## src/rtl/core/sarq_pkg.sv

```systemverilog
// ============================================================================
// sarq_pkg: shared types and constants of the segment transfer ARQ server
// Holds the request and result records, command codes, configuration
// register indexes and the state encoding of the execution engine.
// ============================================================================
package sarq_pkg;

  // Default values of the top-level parameters.
  localparam int unsigned TOTAL_SEGMENTS_DEF = 8;
  localparam int unsigned QUEUE_DEPTH_DEF    = 8;
  localparam int unsigned MAX_BOARD_DEF      = 8;

  // Results that one request may cause at most.
  localparam int unsigned MAX_RESULTS = 8;
  localparam int unsigned ResCntW     = $clog2(MAX_RESULTS);

  // Command codes of the cmd field.
  localparam logic [1:0] CMD_LOAD = 2'd0;
  localparam logic [1:0] CMD_ACK  = 2'd1;
  localparam logic [1:0] CMD_TICK = 2'd2;

  // Configuration register indexes and reset values.
  localparam int unsigned CfgIdxW = 2;
  localparam int unsigned CfgDataW = 16;
  localparam logic [CfgIdxW-1:0] CFG_VALID_MASK  = 2'd0;
  localparam logic [CfgIdxW-1:0] CFG_MAX_RETRIES = 2'd1;
  localparam logic [CfgIdxW-1:0] CFG_ACK_TIMEOUT = 2'd2;

  localparam logic [7:0]  VALID_MASK_RST  = 8'h00;
  localparam logic [3:0]  MAX_RETRIES_RST = 4'd3;
  localparam logic [15:0] ACK_TIMEOUT_RST = 16'd1000;

  typedef struct packed {
    logic [1:0] cmd;
    logic [7:0] req_board;
    logic [7:0] ack_source;
    logic [7:0] ack_seg;
    logic       ack_good;
  } sarq_req_t;

  typedef struct packed {
    logic [7:0] dest_board;
    logic [7:0] seg_number;
    logic [7:0] seg_total;
    logic       last;
  } sarq_res_t;

  typedef struct packed {
    logic [7:0]  valid_board_mask;
    logic [3:0]  max_retries;
    logic [15:0] ack_timeout_ticks;
  } sarq_cfg_t;

  // Classified command as it travels from the front end to the engine.
  typedef enum logic [1:0] {
    KIND_NOP,
    KIND_LOAD,
    KIND_ACK,
    KIND_TICK
  } sarq_kind_e;

  typedef struct packed {
    sarq_kind_e kind;
    logic [7:0] board;
    logic [7:0] seg;
    logic       good;
  } sarq_cmd_t;

  typedef enum logic {
    ST_IDLE,
    ST_DRAIN
  } sarq_state_e;

endpackage

```

## src/rtl/core/segment_transfer_arq_server.sv

```systemverilog
// ============================================================================
// segment_transfer_arq_server: stop-and-wait segment sender
// Serves board load requests, sends segments one at a time, waits for
// matching acknowledgements and retries on rejection or timeout.
// ============================================================================
// A request is taken at a rising clock edge where start_i is high and busy_o
// is low. busy_o rises only while the two-entry command queue between the
// intake and the execution engine is full. The engine works through one
// queued request per cycle while it is not draining the ring; when a request
// leaves the transfer idle with boards waiting in the ring, the engine then
// serves waiting boards, one per cycle and at most eight, before it takes
// the next request. Each result appears on res_o for exactly one cycle with
// res_valid_o high, starting the cycle after the engine handles the request;
// the receiver cannot stall results and must take each one as it comes.
// Results of one request come in back-to-back cycles, and the last of them
// carries last set. A request that causes no result gives no strobe at all.
// Configuration writes through cfg_we_i take effect at once and should only
// happen while no request is in progress.
module segment_transfer_arq_server #(
  parameter int unsigned TOTAL_SEGMENTS = sarq_pkg::TOTAL_SEGMENTS_DEF,
  parameter int unsigned QUEUE_DEPTH    = sarq_pkg::QUEUE_DEPTH_DEF,
  parameter int unsigned MAX_BOARD      = sarq_pkg::MAX_BOARD_DEF
) (
  input  logic                               clk_i,
  input  logic                               rst_ni,
  input  logic                               start_i,
  input  sarq_pkg::sarq_req_t                req_i,
  output logic                               busy_o,
  output logic                               res_valid_o,
  output sarq_pkg::sarq_res_t                res_o,
  input  logic                               cfg_we_i,
  input  logic [sarq_pkg::CfgIdxW-1:0]       cfg_idx_i,
  input  logic [sarq_pkg::CfgDataW-1:0]      cfg_wdata_i
);
  import sarq_pkg::*;

  sarq_cfg_t cfg_q, cfg_d;
  sarq_cmd_t front_cmd, fifo_cmd;
  logic      push, pop, fifo_valid, fifo_full;

  // Configuration registers; writes to an unused index are ignored.
  always_comb begin
    cfg_d = cfg_q;
    if (cfg_we_i) begin
      case (cfg_idx_i)
        CFG_VALID_MASK:  cfg_d.valid_board_mask  = cfg_wdata_i[7:0];
        CFG_MAX_RETRIES: cfg_d.max_retries       = cfg_wdata_i[3:0];
        CFG_ACK_TIMEOUT: cfg_d.ack_timeout_ticks = cfg_wdata_i[15:0];
        default: begin
        end
      endcase
    end
  end

  always_ff @(posedge clk_i or negedge rst_ni) begin
    if (!rst_ni) begin
      cfg_q.valid_board_mask  <= VALID_MASK_RST;
      cfg_q.max_retries       <= MAX_RETRIES_RST;
      cfg_q.ack_timeout_ticks <= ACK_TIMEOUT_RST;
    end else begin
      cfg_q <= cfg_d;
    end
  end

  // Intake: accepts and classifies requests.
  sarq_front #(
    .MAX_BOARD (MAX_BOARD)
  ) u_front (
    .start_i  (start_i),
    .req_i    (req_i),
    .q_full_i (fifo_full),
    .busy_o   (busy_o),
    .push_o   (push),
    .cmd_o    (front_cmd)
  );

  // Short command queue so intake and execution stall independently.
  sarq_cmd_fifo u_fifo (
    .clk_i   (clk_i),
    .rst_ni  (rst_ni),
    .push_i  (push),
    .cmd_i   (front_cmd),
    .pop_i   (pop),
    .valid_o (fifo_valid),
    .full_o  (fifo_full),
    .cmd_o   (fifo_cmd)
  );

  // Execution engine: protocol state, ring of waiting boards, result register.
  sarq_back #(
    .TOTAL_SEGMENTS (TOTAL_SEGMENTS),
    .QUEUE_DEPTH    (QUEUE_DEPTH)
  ) u_back (
    .clk_i       (clk_i),
    .rst_ni      (rst_ni),
    .cfg_i       (cfg_q),
    .cmd_valid_i (fifo_valid),
    .cmd_i       (fifo_cmd),
    .pop_o       (pop),
    .res_valid_o (res_valid_o),
    .res_o       (res_o)
  );

endmodule

```

## src/rtl/core/sarq_front.sv

```systemverilog
// ============================================================================
// sarq_front: request intake and classification
// Accepts a request when the command queue has room and turns it into a
// classified command for the execution engine.
// ============================================================================
module sarq_front #(
  parameter int unsigned MAX_BOARD = sarq_pkg::MAX_BOARD_DEF
) (
  input  logic                 start_i,
  input  sarq_pkg::sarq_req_t  req_i,
  input  logic                 q_full_i,
  output logic                 busy_o,
  output logic                 push_o,
  output sarq_pkg::sarq_cmd_t  cmd_o
);
  import sarq_pkg::*;

  logic board_ok;

  assign busy_o   = q_full_i;
  assign push_o   = start_i && !q_full_i;
  assign board_ok = (req_i.req_board >= 8'd1) && (req_i.req_board <= 8'(MAX_BOARD));

  // Every accepted request goes on, even one without effect, because the
  // engine drains its ring at the end of each request.
  always_comb begin
    cmd_o.kind  = KIND_NOP;
    cmd_o.board = req_i.req_board;
    cmd_o.seg   = req_i.ack_seg;
    cmd_o.good  = req_i.ack_good;
    case (req_i.cmd)
      CMD_LOAD: begin
        if (board_ok) begin
          cmd_o.kind = KIND_LOAD;
        end
      end
      CMD_ACK: begin
        cmd_o.kind  = KIND_ACK;
        cmd_o.board = req_i.ack_source;
      end
      CMD_TICK: begin
        cmd_o.kind = KIND_TICK;
      end
      default: begin
        cmd_o.kind = KIND_NOP;
      end
    endcase
  end

endmodule

```

## src/rtl/core/sarq_cmd_fifo.sv

```systemverilog
// ============================================================================
// sarq_cmd_fifo: two-entry command queue
// Decouples request intake from the execution engine.
// ============================================================================
module sarq_cmd_fifo (
  input  logic                 clk_i,
  input  logic                 rst_ni,
  input  logic                 push_i,
  input  sarq_pkg::sarq_cmd_t  cmd_i,
  input  logic                 pop_i,
  output logic                 valid_o,
  output logic                 full_o,
  output sarq_pkg::sarq_cmd_t  cmd_o
);
  import sarq_pkg::*;

  sarq_cmd_t  mem_q [2];
  logic       wr_ptr_q, wr_ptr_d;
  logic       rd_ptr_q, rd_ptr_d;
  logic [1:0] cnt_q, cnt_d;
  logic       do_push, do_pop;

  assign valid_o = (cnt_q != 2'd0);
  assign full_o  = (cnt_q == 2'd2);
  assign cmd_o   = mem_q[rd_ptr_q];
  assign do_push = push_i && !full_o;
  assign do_pop  = pop_i && valid_o;

  always_comb begin
    wr_ptr_d = do_push ? ~wr_ptr_q : wr_ptr_q;
    rd_ptr_d = do_pop ? ~rd_ptr_q : rd_ptr_q;
    cnt_d    = cnt_q + 2'(do_push) - 2'(do_pop);
  end

  always_ff @(posedge clk_i or negedge rst_ni) begin
    if (!rst_ni) begin
      wr_ptr_q <= 1'b0;
      rd_ptr_q <= 1'b0;
      cnt_q    <= 2'd0;
    end else begin
      wr_ptr_q <= wr_ptr_d;
      rd_ptr_q <= rd_ptr_d;
      cnt_q    <= cnt_d;
    end
  end

  always_ff @(posedge clk_i) begin
    if (do_push) begin
      mem_q[wr_ptr_q] <= cmd_i;
    end
  end

endmodule

```

## src/rtl/core/sarq_back.sv

```systemverilog
// ============================================================================
// sarq_back: transfer execution engine
// Runs the stop-and-wait protocol: segment sending, acknowledgement matching,
// timeout and retry handling, and the ring of waiting load requests.
// ============================================================================
module sarq_back #(
  parameter int unsigned TOTAL_SEGMENTS = sarq_pkg::TOTAL_SEGMENTS_DEF,
  parameter int unsigned QUEUE_DEPTH    = sarq_pkg::QUEUE_DEPTH_DEF
) (
  input  logic                 clk_i,
  input  logic                 rst_ni,
  input  sarq_pkg::sarq_cfg_t  cfg_i,
  input  logic                 cmd_valid_i,
  input  sarq_pkg::sarq_cmd_t  cmd_i,
  output logic                 pop_o,
  output logic                 res_valid_o,
  output sarq_pkg::sarq_res_t  res_o
);
  import sarq_pkg::*;

  localparam int unsigned PtrW = (QUEUE_DEPTH > 1) ? $clog2(QUEUE_DEPTH) : 1;
  localparam int unsigned CntW = $clog2(QUEUE_DEPTH + 1);
  localparam int unsigned SumW = PtrW + 1;

  sarq_state_e state_q, state_d;

  logic               xfer_busy_q, xfer_busy_d;
  logic [7:0]         active_board_q, active_board_d;
  logic [7:0]         cur_seg_q, cur_seg_d;
  logic [3:0]         retry_q, retry_d;
  logic               armed_q, armed_d;
  logic [15:0]        left_q, left_d;
  logic [PtrW-1:0]    head_q, head_d;
  logic [CntW-1:0]    count_q, count_d;
  logic [ResCntW-1:0] res_cnt_q, res_cnt_d;
  logic [7:0]         ring_q [QUEUE_DEPTH];
  logic               ring_we;
  logic [PtrW-1:0]    tail;
  logic [SumW-1:0]    tail_sum;
  logic               res_vld_q, res_vld_d;
  sarq_res_t          res_q, res_d;

  assign tail_sum = SumW'(head_q) + SumW'(count_q);
  assign tail     = (tail_sum >= SumW'(QUEUE_DEPTH)) ? PtrW'(tail_sum - SumW'(QUEUE_DEPTH))
                                                     : PtrW'(tail_sum);

  always_comb begin : datapath
    logic       do_start;
    logic       do_send;
    logic       do_fail;
    logic [7:0] start_brd;
    logic [7:0] send_seg;
    logic [7:0] nseg;
    logic [3:0] nretry;
    logic       start_last;
    logic [2:0] bit_idx;

    xfer_busy_d    = xfer_busy_q;
    active_board_d = active_board_q;
    cur_seg_d      = cur_seg_q;
    retry_d        = retry_q;
    armed_d        = armed_q;
    left_d         = left_q;
    head_d         = head_q;
    count_d        = count_q;
    res_cnt_d      = res_cnt_q;
    res_vld_d      = 1'b0;
    res_d          = res_q;
    pop_o          = 1'b0;
    ring_we        = 1'b0;
    do_start       = 1'b0;
    do_send        = 1'b0;
    do_fail        = 1'b0;
    start_brd      = cmd_i.board;
    send_seg       = cur_seg_q;
    nseg           = cur_seg_q + 8'd1;
    nretry         = retry_q + 4'd1;
    start_last     = 1'b1;

    case (state_q)
      ST_IDLE: begin
        if (cmd_valid_i) begin
          pop_o     = 1'b1;
          res_cnt_d = '0;
          case (cmd_i.kind)
            KIND_LOAD: begin
              if (xfer_busy_q || (count_q != '0)) begin
                if (count_q < CntW'(QUEUE_DEPTH)) begin
                  ring_we = 1'b1;
                  count_d = count_q + CntW'(1);
                end
              end else begin
                do_start = 1'b1;
              end
            end
            KIND_ACK: begin
              if (xfer_busy_q && (cmd_i.board == active_board_q) &&
                  (cmd_i.seg == cur_seg_q)) begin
                armed_d = 1'b0;
                left_d  = 16'd0;
                if (!cmd_i.good) begin
                  do_fail = 1'b1;
                end else begin
                  retry_d   = 4'd0;
                  cur_seg_d = nseg;
                  if (nseg >= 8'(TOTAL_SEGMENTS)) begin
                    xfer_busy_d = 1'b0;
                  end else begin
                    do_send  = 1'b1;
                    send_seg = nseg;
                  end
                end
              end
            end
            KIND_TICK: begin
              if (armed_q) begin
                if (left_q <= 16'd1) begin
                  left_d  = 16'd0;
                  armed_d = 1'b0;
                  do_fail = xfer_busy_q;
                end else begin
                  left_d = left_q - 16'd1;
                end
              end
            end
            default: begin
            end
          endcase
        end
      end
      ST_DRAIN: begin
        // One waiting request leaves the ring per cycle.
        start_brd  = ring_q[head_q];
        do_start   = 1'b1;
        head_d     = (head_q == PtrW'(QUEUE_DEPTH - 1)) ? '0 : head_q + PtrW'(1);
        count_d    = count_q - CntW'(1);
        res_cnt_d  = res_cnt_q + ResCntW'(1);
        start_last = (count_q == CntW'(1)) || (res_cnt_q == ResCntW'(MAX_RESULTS - 1));
      end
      default: begin
      end
    endcase

    if (do_fail) begin
      retry_d = nretry;
      if (nretry >= cfg_i.max_retries) begin
        xfer_busy_d = 1'b0;
      end else begin
        do_send  = 1'b1;
        send_seg = cur_seg_q;
      end
    end

    bit_idx = 3'(start_brd - 8'd1);
    if (do_start) begin
      if (!cfg_i.valid_board_mask[bit_idx]) begin
        res_vld_d        = 1'b1;
        res_d.dest_board = start_brd;
        res_d.seg_number = 8'd0;
        res_d.seg_total  = 8'd0;
        res_d.last       = start_last;
      end else begin
        active_board_d = start_brd;
        cur_seg_d      = 8'd0;
        retry_d        = 4'd0;
        xfer_busy_d    = 1'b1;
        do_send        = 1'b1;
        send_seg       = 8'd0;
      end
    end

    // A sent segment always leaves a transfer running, so it ends the request.
    if (do_send) begin
      res_vld_d        = 1'b1;
      res_d.dest_board = active_board_d;
      res_d.seg_number = send_seg;
      res_d.seg_total  = 8'(TOTAL_SEGMENTS);
      res_d.last       = 1'b1;
      armed_d          = 1'b1;
      left_d           = cfg_i.ack_timeout_ticks;
    end
  end

  always_comb begin : next_state
    state_d = state_q;
    case (state_q)
      ST_IDLE: begin
        if (pop_o && !xfer_busy_d && (count_d != '0)) begin
          state_d = ST_DRAIN;
        end
      end
      ST_DRAIN: begin
        if (xfer_busy_d || (count_d == '0) ||
            (res_cnt_q == ResCntW'(MAX_RESULTS - 1))) begin
          state_d = ST_IDLE;
        end
      end
      default: begin
        state_d = ST_IDLE;
      end
    endcase
  end

  always_ff @(posedge clk_i or negedge rst_ni) begin
    if (!rst_ni) begin
      state_q        <= ST_IDLE;
      xfer_busy_q    <= 1'b0;
      active_board_q <= 8'd0;
      cur_seg_q      <= 8'd0;
      retry_q        <= 4'd0;
      armed_q        <= 1'b0;
      left_q         <= 16'd0;
      head_q         <= '0;
      count_q        <= '0;
      res_cnt_q      <= '0;
      res_vld_q      <= 1'b0;
    end else begin
      state_q        <= state_d;
      xfer_busy_q    <= xfer_busy_d;
      active_board_q <= active_board_d;
      cur_seg_q      <= cur_seg_d;
      retry_q        <= retry_d;
      armed_q        <= armed_d;
      left_q         <= left_d;
      head_q         <= head_d;
      count_q        <= count_d;
      res_cnt_q      <= res_cnt_d;
      res_vld_q      <= res_vld_d;
    end
  end

  always_ff @(posedge clk_i) begin
    res_q <= res_d;
    if (ring_we) begin
      ring_q[tail] <= cmd_i.board;
    end
  end

  assign res_valid_o = res_vld_q;
  assign res_o       = res_q;

  // The acknowledgement timer only runs while a transfer is in flight.
  a_armed_busy: assert property (@(posedge clk_i) disable iff (!rst_ni)
    armed_q |-> xfer_busy_q)
    else $error("timer armed without a transfer");

  a_count_range: assert property (@(posedge clk_i) disable iff (!rst_ni)
    count_q <= CntW'(QUEUE_DEPTH))
    else $error("ring count above depth");

  a_drain_cond: assert property (@(posedge clk_i) disable iff (!rst_ni)
    (state_q == ST_DRAIN) |-> (!xfer_busy_q && (count_q != '0)))
    else $error("draining while busy or with an empty ring");

  // A result that is not the last of its request is followed at once.
  a_last_follow: assert property (@(posedge clk_i) disable iff (!rst_ni)
    (res_vld_q && !res_q.last) |=> res_vld_q)
    else $error("request ended without a last result");

endmodule

```

## config.mk

```make
export PLATFORM = sky130hd
export DESIGN_NAME = segment_transfer_arq_server
export DESIGN_NICKNAME = d
export VERILOG_FILES = /design/src/rtl/core/sarq_pkg.sv /design/src/rtl/core/segment_transfer_arq_server.sv /design/src/rtl/core/sarq_front.sv /design/src/rtl/core/sarq_cmd_fifo.sv /design/src/rtl/core/sarq_back.sv
export SDC_FILE = /design/constraint.sdc
export NUM_CORES = 1
export LEC_CHECK = 0
export BUFFER_PORTS_ARGS = -buffer_cell sky130_fd_sc_hd__buf_4
export CAP_MARGIN = 0
export CORE_MARGIN = 5
export CORE_UTILIZATION = 40
export CTS_CLUSTER_SIZE = 30
export DETAILED_ROUTE_END_ITERATION = 8
export PLACE_DENSITY = 0.63
export SLEW_MARGIN = 20
export SYNTH_ARGS = -nofsm -noshare
export SYNTH_HDL_FRONTEND = slang
export SYNTH_SLANG_ARGS = --single-unit
```

## constraint.sdc

```tcl
create_clock -name clk_i -period 4.6 [get_ports clk_i]
set_input_delay 0.69 -clock clk_i [delete_from_list [all_inputs] [get_ports clk_i]]
set_output_delay 0.69 -clock clk_i [all_outputs]
set_load 0.005 [all_outputs]
```

==> metrics.md, run 1 <==
| Metric | Value |
|---|---|
| Status | did not finish |
| GPL Wtd Cong | between 0.7 and 0.8 |
| Async S/R FF share, synth | between 40% and 50% |
| Synth Instances | 694 |
| CTS max path bufs | 3 |
| Clock sink total | a little over 200 |
| Num rows | 56 |
| Post-synth top flop | edfxtp_1 |
| Sequential area share after synthesis | between 50% and 60% |
| Height of the chip | roughly 160 um |
| Run Error | Error: net98 5 pin not visited #guides = 43 |
| Syn Std Cell Area | 0.00949 mm2 |
| CTS H-tree depth | 1 |
| Post-DP HPWL | between 10000 and 15000 um |
| CTS root buf | clkbuf_16 |
| Overall Global Routing Usage | roughly 15% |
| Number of synthesized flops with an enable pin | approximately 120 |
| Initial Utilization | between 40% and 50% |
| Failed at | detailed routing (5_2_route) |
| Die W | between 150 and 200 um |
| Synth cell types | 63 |
| Vias in the first global route | between 5000 and 6000 |
| Setup Fix Bufs, Post-CTS | 0 |
| Syn_area_per_cell | 13.7 um2 |
| Initial antenna violation count | 0 |
| Congestion Overflow GR | 0 |
| # resized after CTS | 0 |
| Port Buffers | between 60 and 70 |
| Hold buffer count at cts | 0 |
| Flops & latches, synth | 202 |
| Cts bufs inserted | 23 |
| Boundary Pins | 76 |
| Synth Warn # | 0 |
| Largest net degree at the start of global routing | 55 |
| First-pass GRT wire length | around 32000 um |
## synthesized netlist by cell type, drive strengths merged (7+ instances only)
master,count,area [um2]
o31ai,7,52.6
and3,8,50.1
xnor2,22,200
xor2,15,131
nor3,20,105
o21ai,28,140
nand2,31,116
edfxtp,118,3540
clkbuf,11,41.3
nand3,12,72.6
buf,24,176
ha,21,263
mux2i,31,323
dfstp,8,210
dfrtp,74,1850
a21oi,15,75.1
mux4,15,338
a22o,8,70.1
nor2,48,180
mux2,70,800
nor4,11,81.3
inv,21,78.8
## cells by family after synthesis
family          synth area share [%]
flops                           59.5
simple gates                    9.32
mux                             15.4
compound gates                  6.16
buf+inv                         3.12
xor+xnor                        3.49
fa+ha+maj                       2.98
other cells                   0.0395
## routing by layer
| layer | GRT usage (%) |
|---|---|
| met5 | 0 |
| met4 | 4.04 |
| met3 | 2.23 |
| met2 | 24.6 |
| met1 | 21.3 |
## stage by stage
step / util (%) / worst slack [ps] / hold slack (ps) / instance area (um2) / std cells
floorplan: - / 1200 / 394 / 9510 / 700
global placement: 44.1 / 792 / 475 / 10300 / 1068
detailed placement: 44.1 / 710 / 481 / 10300 / 1068
CTS: 47.1 / 681 / 264 / 11000 / 1109
global route: 47.1 / 321 / 301 / 11000 / 1109
==> inputs of run 2 (changes only) <==
--- a/config.mk
+++ b/config.mk
@@ -8,10 +8,9 @@
 export BUFFER_PORTS_ARGS = -buffer_cell sky130_fd_sc_hd__buf_4
 export CAP_MARGIN = 0
 export CORE_MARGIN = 5
-export CORE_UTILIZATION = 40
-export CTS_CLUSTER_SIZE = 30
+export CORE_UTILIZATION = 25
 export DETAILED_ROUTE_END_ITERATION = 8
-export PLACE_DENSITY = 0.63
+export PLACE_DENSITY_LB_ADDON = 0.15
 export SLEW_MARGIN = 20
 export SYNTH_ARGS = -nofsm -noshare
 export SYNTH_HDL_FRONTEND = slang
==> metrics.md, run 2 <==
| Metric | Value |
|---|---|
| Largest net degree at the start of global routing | 52 |
| Initial antenna violation count | 0 |
| Area leader, netlist | edfxtp_1 |
| Top Registers | u_back.ring_q: 64 flops, u_fifo.mem_q: 38 flops, cfg_q: 28 flops |
| Post-DP HPWL | roughly 16000 um |
| Top Usage Layer GRT | met2 |
| RSZ-0062 raised after global routing | false |
| CTS H-tree depth | 1 |
| Clock transition at path regs | ~60 ps |
| Flop-to-flop setup slack | between 700 and 800 ps |
| Worst-skew pair later-pin latency | 530 ps |
| Met2 Track Usage GR | a little under a fifth |
| CP Cell Sequence | mux4_2, or2_2, a31o_2, inv_1, ha_1, mux2i_1, nor3_1, a21oi_1, nand2_1, buf_4, nor3_1 |
| Remaining DRCs | 0 |
| Nets | ~850 |
| DR vias/cell | roughly 4.3 |
| Share of layout cells above drive strength 1 | 27.5% |
| Die W | around 200 um |
| Slew Limit Fails | 0 |
| R2R Path Start | u_back.head_q[0] |
| Element type at the critical path end | flop |
| Top reg by flops | u_back.ring_q |
| Slowest-stage cell, CP | dfrtp_1 |
| Lkg Pwr | 4.40 nW |
| Overall Global Routing Usage | ~11% |
| Async S/R FF share, synth | 40.6% |
| Worst Tran Pin Value | 990 ps |
| Area Growth Syn to Fin | 19.6% |
| Power Total | approximately 0.0067 W |
| Boundary Pins | 76 |
| Worst clock skew | about 17 ps |
| Startpoint types | flop |
| Congestion Overflow GR | 0 |
| Final worst-path setup slack | a little under 800 ps |
| Synth top area share | between 30 and 40% |
| Setup TNS | 0 ps |
| Max Cap Viol | 0 |
| Routed Antenna Nets | 0 |
| Syn_area_per_cell | around 14 um2 |
| Num rows | 71 |
| Critical path arrival | ~4300 ps |
| Sequential area share after synthesis | between 50% and 60% |
| DP Worst Slack | slightly below 800 ps |
| GR met3 Demand/Resource | approximately 1.7% |
| Finish-stage setup viols | 0 |
| Port Buffers | ~70 |
| Critical Path RT | a little over 5000 ps |
| Maximum vdd drop | approximately 0.29 mV |
| CTS root buf | clkbuf_16 |
| Status | finished clean |
| Most frequent cell after synthesis | edfxtp_1 |
| Rel. slew slack | about 34% |
| Vias post-DR | between 5000 and 6000 |
| Worst path max stage delay | between 600 and 700 ps |
| Flops & latches, synth | roughly 200 |
| # resized after CTS | 0 |
| Multi-input gate area | roughly 0.0036 mm2 |
| Min cycle time layout | 3810 ps |
| Worst R2R Path Depth | 11 |
| First-pass GRT wire length | between 30000 and 40000 um |
| Height of the chip | 205 um |
| Synth Instances | 694 |
| Violation count after the first detailed-route iteration | 319 |
| Syn Std Cell Area | roughly 0.0095 mm2 |
| Number of synthesized flops with an enable pin | between 100 and 150 |
| Hold buffer count at cts | 0 |
| Cts bufs inserted | 26 |
| ANT cells | 0 |
| Hold Path Class | in2async |
| Clock sink total | roughly 200 |
| Setup Fix Bufs, Post-CTS | 0 |
| Post-synth top flop | edfxtp_1 |
| Worst path most repeated cell | nor3_1 |
| Die footprint | 0.0420 mm2 |
| CTS max path bufs | 3 |
| Power per cell area | 589 mW/mm2 |
| Most frequent cells in the layout | edfxtp_1 (118), buf_4 (83), dfrtp_1 (74) |
| Crit Path Class | reg2reg |
| GPL Wtd Cong | 0.733 |
| Final Hold Viols | 0 |
| Hold Slack | ~220 ps |
| Fmax | around 260 MHz |
| Worst R2R End | u_back.retry_q[2] |
| Detailed Routing Iterations Pass 1 | 6 |
| CORE AREA | around 0.038 mm2 |
| Synth area leaders | edfxtp_1 (37%), dfrtp_1 (20%), mux2_2 (7.1%) |
| Vias in the first global route | slightly below 6000 |
| CTS tree | yes |
| Fillers | between 3000 and 4000 |
| Total area of sequential cells | roughly 0.0056 mm2 |
| Synth top cells by count | edfxtp_1 (118), dfrtp_1 (74), mux2_2 (60), nor2_1 (48), nand2_1 (31) |
| Largest register FFs | 64 |
| WL final | 23400 um |
| Synth Warn # | 0 |
| CP max FO | 13 |
| Synth cell types | 63 |
| Initial Utilization | between 20% and 30% |
| Layout Utilization | a little under a third |
| Period utilisation layout | roughly 83% |
| M1 GR Usage | about 15% |
| Most common cell after layout, fill and taps aside | edfxtp_1 |
| DR WL/cell | about 18 um |
-- run 2: cell counts after synthesis --
Identical to the previous run, type by type.
-- run 2: area by class of cell --
type,instances,area share [%]
Inverter,21,0.694
Clock buffer,39,6.51
Sequential cell,202,49.7
Timing Repair Buffer,83,5.49
Tap cell,511,5.63
Multi-Input combinational cell,442,31.5
Clock inverter,8,0.474
-- run 2: critical path: cells and delay by family (launching register included) --
kind | cells | cell delay, ps
buffers and inverters | 2 | 420
AO/OA/AOI/OAI | 2 | 650
AND/OR/NAND/NOR | 4 | 900
multiplexers | 2 | 800
adder cells (fa/ha/maj) | 1 | 310
flip-flops | 1 | 640
-- run 2: cell families after synthesis --
group	count (synthesis)	share of synthesized area (%)
AOI/OAI and AO/OA	89	6.16
xor gates and xnor gates	37	3.49
adders and majority gates	22	2.98
buffers and inverters	56	3.12
DFF	202	59.5
muxes	116	15.4
other	1	0.0395
and+or+nand+nor	171	9.32
-- run 2: worst max-delay path by stage --
stage,from,to,slack (ps)
3_3_place_gp,u_back.head_q[0],u_back.retry_q[2],850
4_1_cts,u_back.head_q[0],u_back.retry_q[2],750
5_1_grt,u_back.head_q[0],u_back.retry_q[2],510
6_report,u_back.head_q[0],u_back.retry_q[2],790
2_1_floorplan,u_back.head_q[0],u_back.left_q[10],1200
3_5_place_dp,u_back.head_q[0],u_back.retry_q[2],790
-- run 2: stage by stage --
step | instance area, um2 | cells
after floorplan | 9510 | 700
after global placement | 10600 | 1259
after detailed placement | 10600 | 1259
after CTS | 11400 | 1306
after global routing | 11400 | 1306
final | 11400 | 1306
-- run 2: report_power, final --
part / internal [W] / switching (W) / leakage (nW) / total (W)
Sequential: 0.00239 / 0.000338 / 2.10 / 0.00273
Combinational: 0.000929 / 0.00115 / 1.92 / 0.00208
Clock: 0.00111 / 0.000771 / 0.386 / 0.00188
-- run 2: routing by layer --
layer / up-vias / share of wire [%] / routed length (um)
met2: 68 / 48 / 11200
met5: - / 0 / 0
met1: 2818 / 47 / 11000
met3: 28 / 2.9 / 667
li1: 2748 / - / -
met4: 0 / 1.8 / 421
(Power assumes the default switching activity.)
==> inputs of run 3 (changes only) <==
--- a/config.mk
+++ b/config.mk
@@ -5,6 +5,7 @@
 export SDC_FILE = /design/constraint.sdc
 export NUM_CORES = 1
 export LEC_CHECK = 0
+export ABC_AREA = 1
 export BUFFER_PORTS_ARGS = -buffer_cell sky130_fd_sc_hd__buf_4
 export CAP_MARGIN = 0
 export CORE_MARGIN = 5
==> constraint.sdc (replaced) <==
create_clock -name clk_i -period 3.36 [get_ports clk_i]
set_input_delay 0.504 -clock clk_i [delete_from_list [all_inputs] [get_ports clk_i]]
set_output_delay 0.504 -clock clk_i [all_outputs]
set_load 0.005 [all_outputs]
==> metrics.md, run 3 <==
| Metric | Value |
|---|---|
| Status | finished clean |
| Switch share | 39.5% |
| Sw power | roughly 0.0041 W |
| Async S/R FF share, synth | between 40% and 50% |
| Most frequent cell after synthesis | nand2_1 |
| GPL Wtd Cong | roughly 0.8 |
| Overall Global Routing Usage | around 13% |
| Congestion Overflow GR | 0 |
| Synth Instances | between 1000 and 1500 |
| Share of layout cells above drive strength 1 | 15.5% |
| DR WL/cell | about 16 um |
| Element type at the critical path end | flop |
| CP Cell Sequence | inv_2, nor2_1, o221ai_1, o211ai_1, o21ai_0, inv_1, ha_1, inv_1, nand3_1, nand3_1, nand3_2, buf_4, nand3_2, nor2_1, nor2_1 |
| RSZ-0062 raised after global routing | false |
| Area leader, netlist | edfxtp_1 |
| Synth area leaders | edfxtp_1 (35%), dfrtp_1 (18%), nand2_1 (10%) |
| Height of the chip | between 200 and 250 um |
| # resized after CTS | 0 |
| Clock share of power | 25.5% |
| Clock sink total | about 200 |
| Post-route cell area | ~0.012 mm2 |
| DR vias/cell | between 4 and 5 |
| Boundary Pins | 76 |
| Detailed Routing Iterations Pass 1 | 5 |
| Layout Utilization | a little under a third |
| Gate power share | around 38% |
| Remaining DRCs | 0 |
| Power Total | slightly above 0.01 W |
| Initial antenna violation count | 0 |
| CTS max path bufs | 3 |
| Top Usage Layer GRT | met2 |
| CORE AREA | 0.0396 mm2 |
| Maximum vdd drop | 0.416 mV |
| Vias post-DR | 7558 |
| Synth top area share | 35.4% |
| CTS tree | yes |
| CTS root buf | clkbuf_16 |
| Nets | 1258 |
| Worst-skew pair later-pin latency | ~550 ps |
| Top reg by flops | u_back.ring_q |
| Crit Path Class | reg2reg |
| Post-DP HPWL | 20200 um |
| Max Cap Viol | 0 |
| Placed cell area | ~0.011 mm2 |
| Flops & latches, synth | 202 |
| Clock transition at path regs | 50 ps |
| Min cycle time layout | ~3000 ps |
| Slew Limit Fails | 0 |
| Vias in the first global route | between 7000 and 8000 |
| Area Growth Syn to Fin | 20.2% |
| WL final | between 20000 and 30000 um |
| Synth top cells by count | nand2_1 (280), inv_1 (125), edfxtp_1 (118), nor2_1 (116), o21ai_0 (94) |
| Finish-stage setup viols | 0 |
| ANT cells | 0 |
| Most frequent cells in the layout | nand2_1 (280), inv_1 (125), edfxtp_1 (118) |
| Lkg Pwr | 5.34 nW |
| Initial Utilization | 25.3% |
| Most common cell after layout, fill and taps aside | nand2_1 |
| Largest net degree at the start of global routing | 38 |
| Port Buffers | 68 |
| M1 GR Usage | 17.8% |
| Sequential area share after synthesis | between 50 and 60% |
| Worst Tran Pin Value | slightly above 600 ps |
| First-pass GRT wire length | around 44000 um |
| Startpoint types | flop |
| Internal power | about 0.0062 W |
| Die W | around 210 um |
| Power per cell area | 858 mW/mm2 |
| Setup TNS | 0 ps |
| CP max FO | 28 |
| Fillers | around 4200 |
| Slowest-stage cell, CP | dfrtp_1 |
| Hold Path Class | in2reg |
| Number of synthesized flops with an enable pin | 118 |
| Fmax | ~330 MHz |
| Reg power frac | a little over a third |
| Synth Warn # | 0 |
| GR met3 Demand/Resource | 1.88% |
| Syn_area_per_cell | 9.19 um2 |
| Violation count after the first detailed-route iteration | between 400 and 500 |
| Met2 Track Usage GR | roughly a fifth |
| CTS H-tree depth | 1 |
| Worst path most repeated cell | nor2_1 |
| Critical Path RT | between 3000 and 4000 ps |
| Num rows | 73 |
| Worst clock skew | ~34 ps |
| Syn Std Cell Area | 0.0100 mm2 |
| Rel. slew slack | 58.8% |
| Die footprint | 0.0442 mm2 |
| Largest register FFs | 64 |
| Final Hold Viols | 0 |
| Top Registers | u_back.ring_q: 64 flops, u_fifo.mem_q: 38 flops, cfg_q: 28 flops |
| Cts bufs inserted | 25 |
| Synth cell types | 46 |
| Post-synth top flop | edfxtp_1 |
| Critical path arrival | around 3500 ps |
| Worst path max stage delay | 500 ps |
| Routed Antenna Nets | 0 |
| Period utilisation layout | approximately nine tenths |
==> run 3: cell count changes in the layout (fill, tap and decap cells not counted), moves of 15 or more <==
cell	change
nand2_1	+249
mux4_2	-15
mux2_2	-52
inv_1	+104
nand3_1	+52
nor2_1	+69
buf_4	+19
mux2i_1	-30
o21ai_0	+66
xnor2_1	-17
==> run 3: layout make-up <==
cell class | count | area [um2] | share of cell area [%]
clock inverter | 9 | 113 | 0.936
inverter | 132 | 495 | 4.12
timing repair buffer | 104 | 796 | 6.61
multi-input combinational | 722 | 3650 | 30.3
clock buffer | 37 | 681 | 5.66
sequential | 202 | 5650 | 46.9
tap | 525 | 657 | 5.46
==> run 3: metrics by stage <==
| step | instances | setup WS (ps) | hold slack, ps |
|---|---|---|---|
| after floorplan | 1096 | 581 | 208 |
| after global placement | 1684 | 357 | 468 |
| after detailed placement | 1684 | 344 | 476 |
| after CTS | 1731 | 332 | 113 |
| after global routing | 1731 | 11.7 | 116 |
| final | 1731 | 294 | 142 |
==> run 3: timing repair <==
item | CTS | global route
setup endpoints to repair | 0 | 0
hold buffers | 1 | 0
hold endpoints to repair | 33 | 0
buffers inserted | 0 | 0
==> run 3: cells by family after synthesis <==
group                      share of synthesized area (%)
other                                             0.0374
and+or+nand+nor                                     21.2
buffers and inverters                               7.43
DFF                                                 56.4
adders and majority gates                           2.82
xor gates and xnor gates                            2.10
muxes                                               1.01
AOI/OAI and AO/OA                                   9.06
==> run 3: critical path, delay by kind of cell (launching register included) <==
kind / cells / cell delay, ps
simple gates: 7 / 810
buf+inv: 4 / 800
compound gates: 3 / 490
flops: 1 / 500
fa+ha+maj: 1 / 340
==> run 3: path summary, 6_finish.rpt <==
| kind | from | endpoint | slack, ps | cells past startpoint |
|---|---|---|---|---|
| min in group asynchronous | rst_ni | u_back.active_board_q[1] | 510 | 2 |
| worst max register to register | u_back.head_q[0] | u_back.left_q[4] | 290 | 15 |
| worst max-delay path | u_back.head_q[0] | u_back.left_q[4] | 290 | 15 |
| worst min register to register | cfg_q[18] | cfg_q[18] | 490 | 2 |
| max in group asynchronous | rst_ni | cfg_q[16] | 1980 | 3 |
| worst min-delay path | req_i[5] | u_fifo.mem_q[0][5] | 140 | 1 |
==> run 3: power by group through the flow <==
stage               clock network [W]  registers (W)  logic (W)
detailed placement                  0        0.00381    0.00396
global placement                    0        0.00382    0.00394
floorplan                           0        0.00366    0.00272
global route                  0.00283        0.00383    0.00452
CTS                           0.00273        0.00377    0.00398
finish                        0.00264        0.00376    0.00392
==> run 3: routing by layer <==
metal | routed length, um | vias up
met5 | 0 | -
met4 | 546 | 0
met3 | 1150 | 35
met2 | 12900 | 130
met1 | 13200 | 3601
li1 | - | 3792
==> inputs of run 4 (changes only) <==
--- a/config.mk
+++ b/config.mk
@@ -6,13 +6,14 @@
 export NUM_CORES = 1
 export LEC_CHECK = 0
 export ABC_AREA = 1
-export BUFFER_PORTS_ARGS = -buffer_cell sky130_fd_sc_hd__buf_4
 export CAP_MARGIN = 0
-export CORE_MARGIN = 5
+export CORE_MARGIN = 2
 export CORE_UTILIZATION = 25
 export DETAILED_ROUTE_END_ITERATION = 8
+export DONT_BUFFER_PORTS = 1
 export PLACE_DENSITY_LB_ADDON = 0.15
 export SLEW_MARGIN = 20
 export SYNTH_ARGS = -nofsm -noshare
 export SYNTH_HDL_FRONTEND = slang
+export SYNTH_HIERARCHICAL = 1
 export SYNTH_SLANG_ARGS = --single-unit
==> metrics.md, run 4 <==
| Metric | Value |
|---|---|
| Status | finished clean |
| CORE AREA | between 0.04 and 0.05 mm2 |
| Internal power | between 0.006 and 0.007 W |
| Violation count after the first detailed-route iteration | 396 |
| Clock share of power | between 20% and 30% |
| Slew Limit Fails | 0 |
| Synth top cells by count | nand2_1 (348), inv_1 (140), edfxtp_1 (118), nor2_1 (88), dfrtp_1 (74) |
| Slowest-stage cell, CP | dfrtp_2 |
| CP Cell Sequence | inv_2, buf_4, nand2_1, nand2_1, inv_1, nand2_1, nand2_1, nand3b_1, nor2_1, nand4_1, nand2_1, nand3_2, nand2_2, inv_4, nand2_1, buf_4 |
| Nets | 1247 |
| Critical path arrival | about 3200 ps |
| DP Cell Count | roughly 1700 |
| Max Cap Viol | 0 |
| Power per cell area | between 800 and 900 mW/mm2 |
| Congestion Overflow GR | 0 |
| Routed Antenna Nets | 0 |
| Vias in the first global route | 7476 |
| Reg power frac | a little over a third |
| Syn_area_per_cell | 9.04 um2 |
| Power Total | around 0.01 W |
| Critical Path RT | roughly 3600 ps |
| Clock sink total | roughly 200 |
| Most frequent cells in the layout | nand2_1 (348), inv_1 (140), edfxtp_1 (118) |
| Clock transition at path regs | 60 ps |
| Remaining DRCs | 0 |
| Worst clock skew | about 13 ps |
| Worst path max stage delay | approximately 470 ps |
| Setup TNS | 0 ps |
| Crit Path Class | reg2reg |
| Die footprint | 0.0435 mm2 |
| Num rows | 74 |
| Element type at the critical path end | flop |
| Area Growth Syn to Fin | 14.5% |
| Final Non-Filler Cells | about 1700 |
| Rel. slew slack | approximately 42% |
| First-pass GRT wire length | 45000 um |
| DR vias/cell | about 4.4 |
| Initial Utilization | about a quarter |
| Period utilisation layout | 88.9% |
| CTS tree | yes |
| ANT cells | 0 |
| Largest net degree at the start of global routing | between 80 and 90 |
| Lkg Pwr | 5.39 nW |
| Min cycle time layout | roughly 3000 ps |
| Startpoint types | flop |
| Top reg by flops | u_back/ring_q |
| CP max FO | 20 |
| Area leader, netlist | edfxtp_1 |
| Syn Std Cell Area | ~0.010 mm2 |
| Port Buffers | 0 |
| DR WL/cell | 16.6 um |
| CTS root buf | clkbuf_16 |
| Largest register FFs | 64 |
| Worst-skew pair later-pin latency | 540 ps |
| Post-DP HPWL | just over 20000 um |
| Synth Instances | 1158 |
| Sequential area share after synthesis | between 50% and 60% |
| Finish-stage setup viols | 0 |
| Overall Global Routing Usage | between 10% and 20% |
| CTS max path bufs | 3 |
| Share of layout cells above drive strength 1 | a little under an eighth |
| Boundary Pins | 76 |
| Layout Utilization | between 20% and 30% |
| Async S/R FF share, synth | about two fifths |
| Hold Path Class | in2reg |
| CTS H-tree depth | 1 |
| WL final | roughly 29000 um |
| Most common cell after layout, fill and taps aside | nand2_1 |
| Number of synthesized flops with an enable pin | about 120 |
| Height of the chip | around 210 um |
| Maximum vdd drop | 0.310 mV |
| Switch share | a little under 40% |
| Worst Tran Pin Value | 865 ps |
| Post-synth top flop | edfxtp_1 |
| Most frequent cell after synthesis | nand2_1 |
| RSZ-0062 raised after global routing | false |
| Cts bufs inserted | 26 |
| Die W | between 200 and 250 um |
| Detailed Routing Iterations Pass 1 | 5 |
| Initial antenna violation count | 0 |
| Vias post-DR | approximately 7600 |
| Top Registers | u_back/ring_q: 64 flops, u_fifo/mem_q: 38 flops, cfg_q: 28 flops |
| Fmax | around 330 MHz |
| Worst path most repeated cell | nand2_1 |
| Sw power | a little under 0.004 W |
| Final Hold Viols | 0 |
| Synth top area share | approximately 34% |
| Synth Warn # | 6 |
| Synth area leaders | edfxtp_1 (34%), dfrtp_1 (18%), nand2_1 (12%) |
| Synth cell types | between 40 and 50 |
| GPL Wtd Cong | 0.787 |
| Setup Fix Bufs, Post-CTS | 0 |
| Flops & latches, synth | slightly above 200 |
| Gate power share | 35.7% |
run 4: cell types whose count changed after synthesis, moves of 12 or more:
| cell | change |
|---|---|
| a21oi_1 | -12 |
| nand4_1 | +27 |
| nor2_1 | -28 |
| o21ai_0 | -31 |
| inv_1 | +15 |
| nand2_1 | +68 |
run 4: cell families after synthesis:
group | count (synthesis) | share of synthesized area, %
AND/OR/NAND/NOR | 579 | 24.3
flip-flops | 202 | 53.9
XOR/XNOR | 30 | 2.51
buffers and inverters | 203 | 9.31
other | 1 | 0.0358
multiplexers | 4 | 0.418
AO/OA/AOI/OAI | 117 | 6.79
adder cells (fa/ha/maj) | 22 | 2.70
run 4: worst paths after layout:
path,startpoint,end,slack (ps),cells past startpoint
max in group asynchronous,rst_ni,u_fifo/rd_ptr_q,2390,2
hold reg to reg,cfg_q[8],cfg_q[8],460,2
min in group asynchronous,rst_ni,cfg_q[11],540,2
setup / recovery,u_fifo/rd_ptr_q,u_back/res_o[21],370,16
hold / removal,req_i[2],u_fifo/mem_q[1][2],70,0
setup reg to reg,u_fifo/rd_ptr_q,u_back/res_o[21],370,16
run 4: through the flow:
| stage | hold slack (ps) | setup slack (ps) | area, um2 |
|---|---|---|---|
| 2_1_floorplan | 208 | 579 | 10500 |
| 3_3_place_gp | 215 | 165 | 11100 |
| 3_5_place_dp | 214 | 146 | 11100 |
| 4_1_cts | 36.5 | 159 | 12000 |
| 5_1_grt | 34.4 | 67.6 | 12000 |
| 6_report | 66.8 | 373 | 12000 |
run 4: layout make-up:
cell class	count	area (um2)
clock inverters	4	47.5
multi-input cells	759	3880
repair buffers	40	348
clock buffers	44	840
inverters	147	559
flip-flops and latches	202	5650
fillers	4374	29100
well taps	532	666
run 4: worst max-delay path: cells and delay by family, from the launching register on:
family	cells	cell delay, ps
buf+inv	5	760
flops	1	470
simple gates	11	1420
run 4: timing repair:
item | in CTS | in global routing
hold buffers | 2 | 0
endpoints found under the hold margin | 82 | 0
gates resized for setup | 0 | 4
setup endpoints to repair | 0 | 32
run 4: layer usage:
layer / GRT usage (%) / wire (um)
met1: 18.4 / 13900
met2: 21.4 / 13100
met3: 2.40 / 1140
met4: 3.67 / 616
met5: 0 / 0
run 4: power groups by stage:
stage	sequential [W]	clock, W	combinational, W
6_report	0.00374	0.00284	0.00366
4_1_cts	0.00375	0.00294	0.00372
2_1_floorplan	0.00360	0	0.00270
3_5_place_dp	0.00379	0	0.00367
5_1_grt	0.00382	0.00305	0.00422
3_3_place_gp	0.00380	0	0.00366
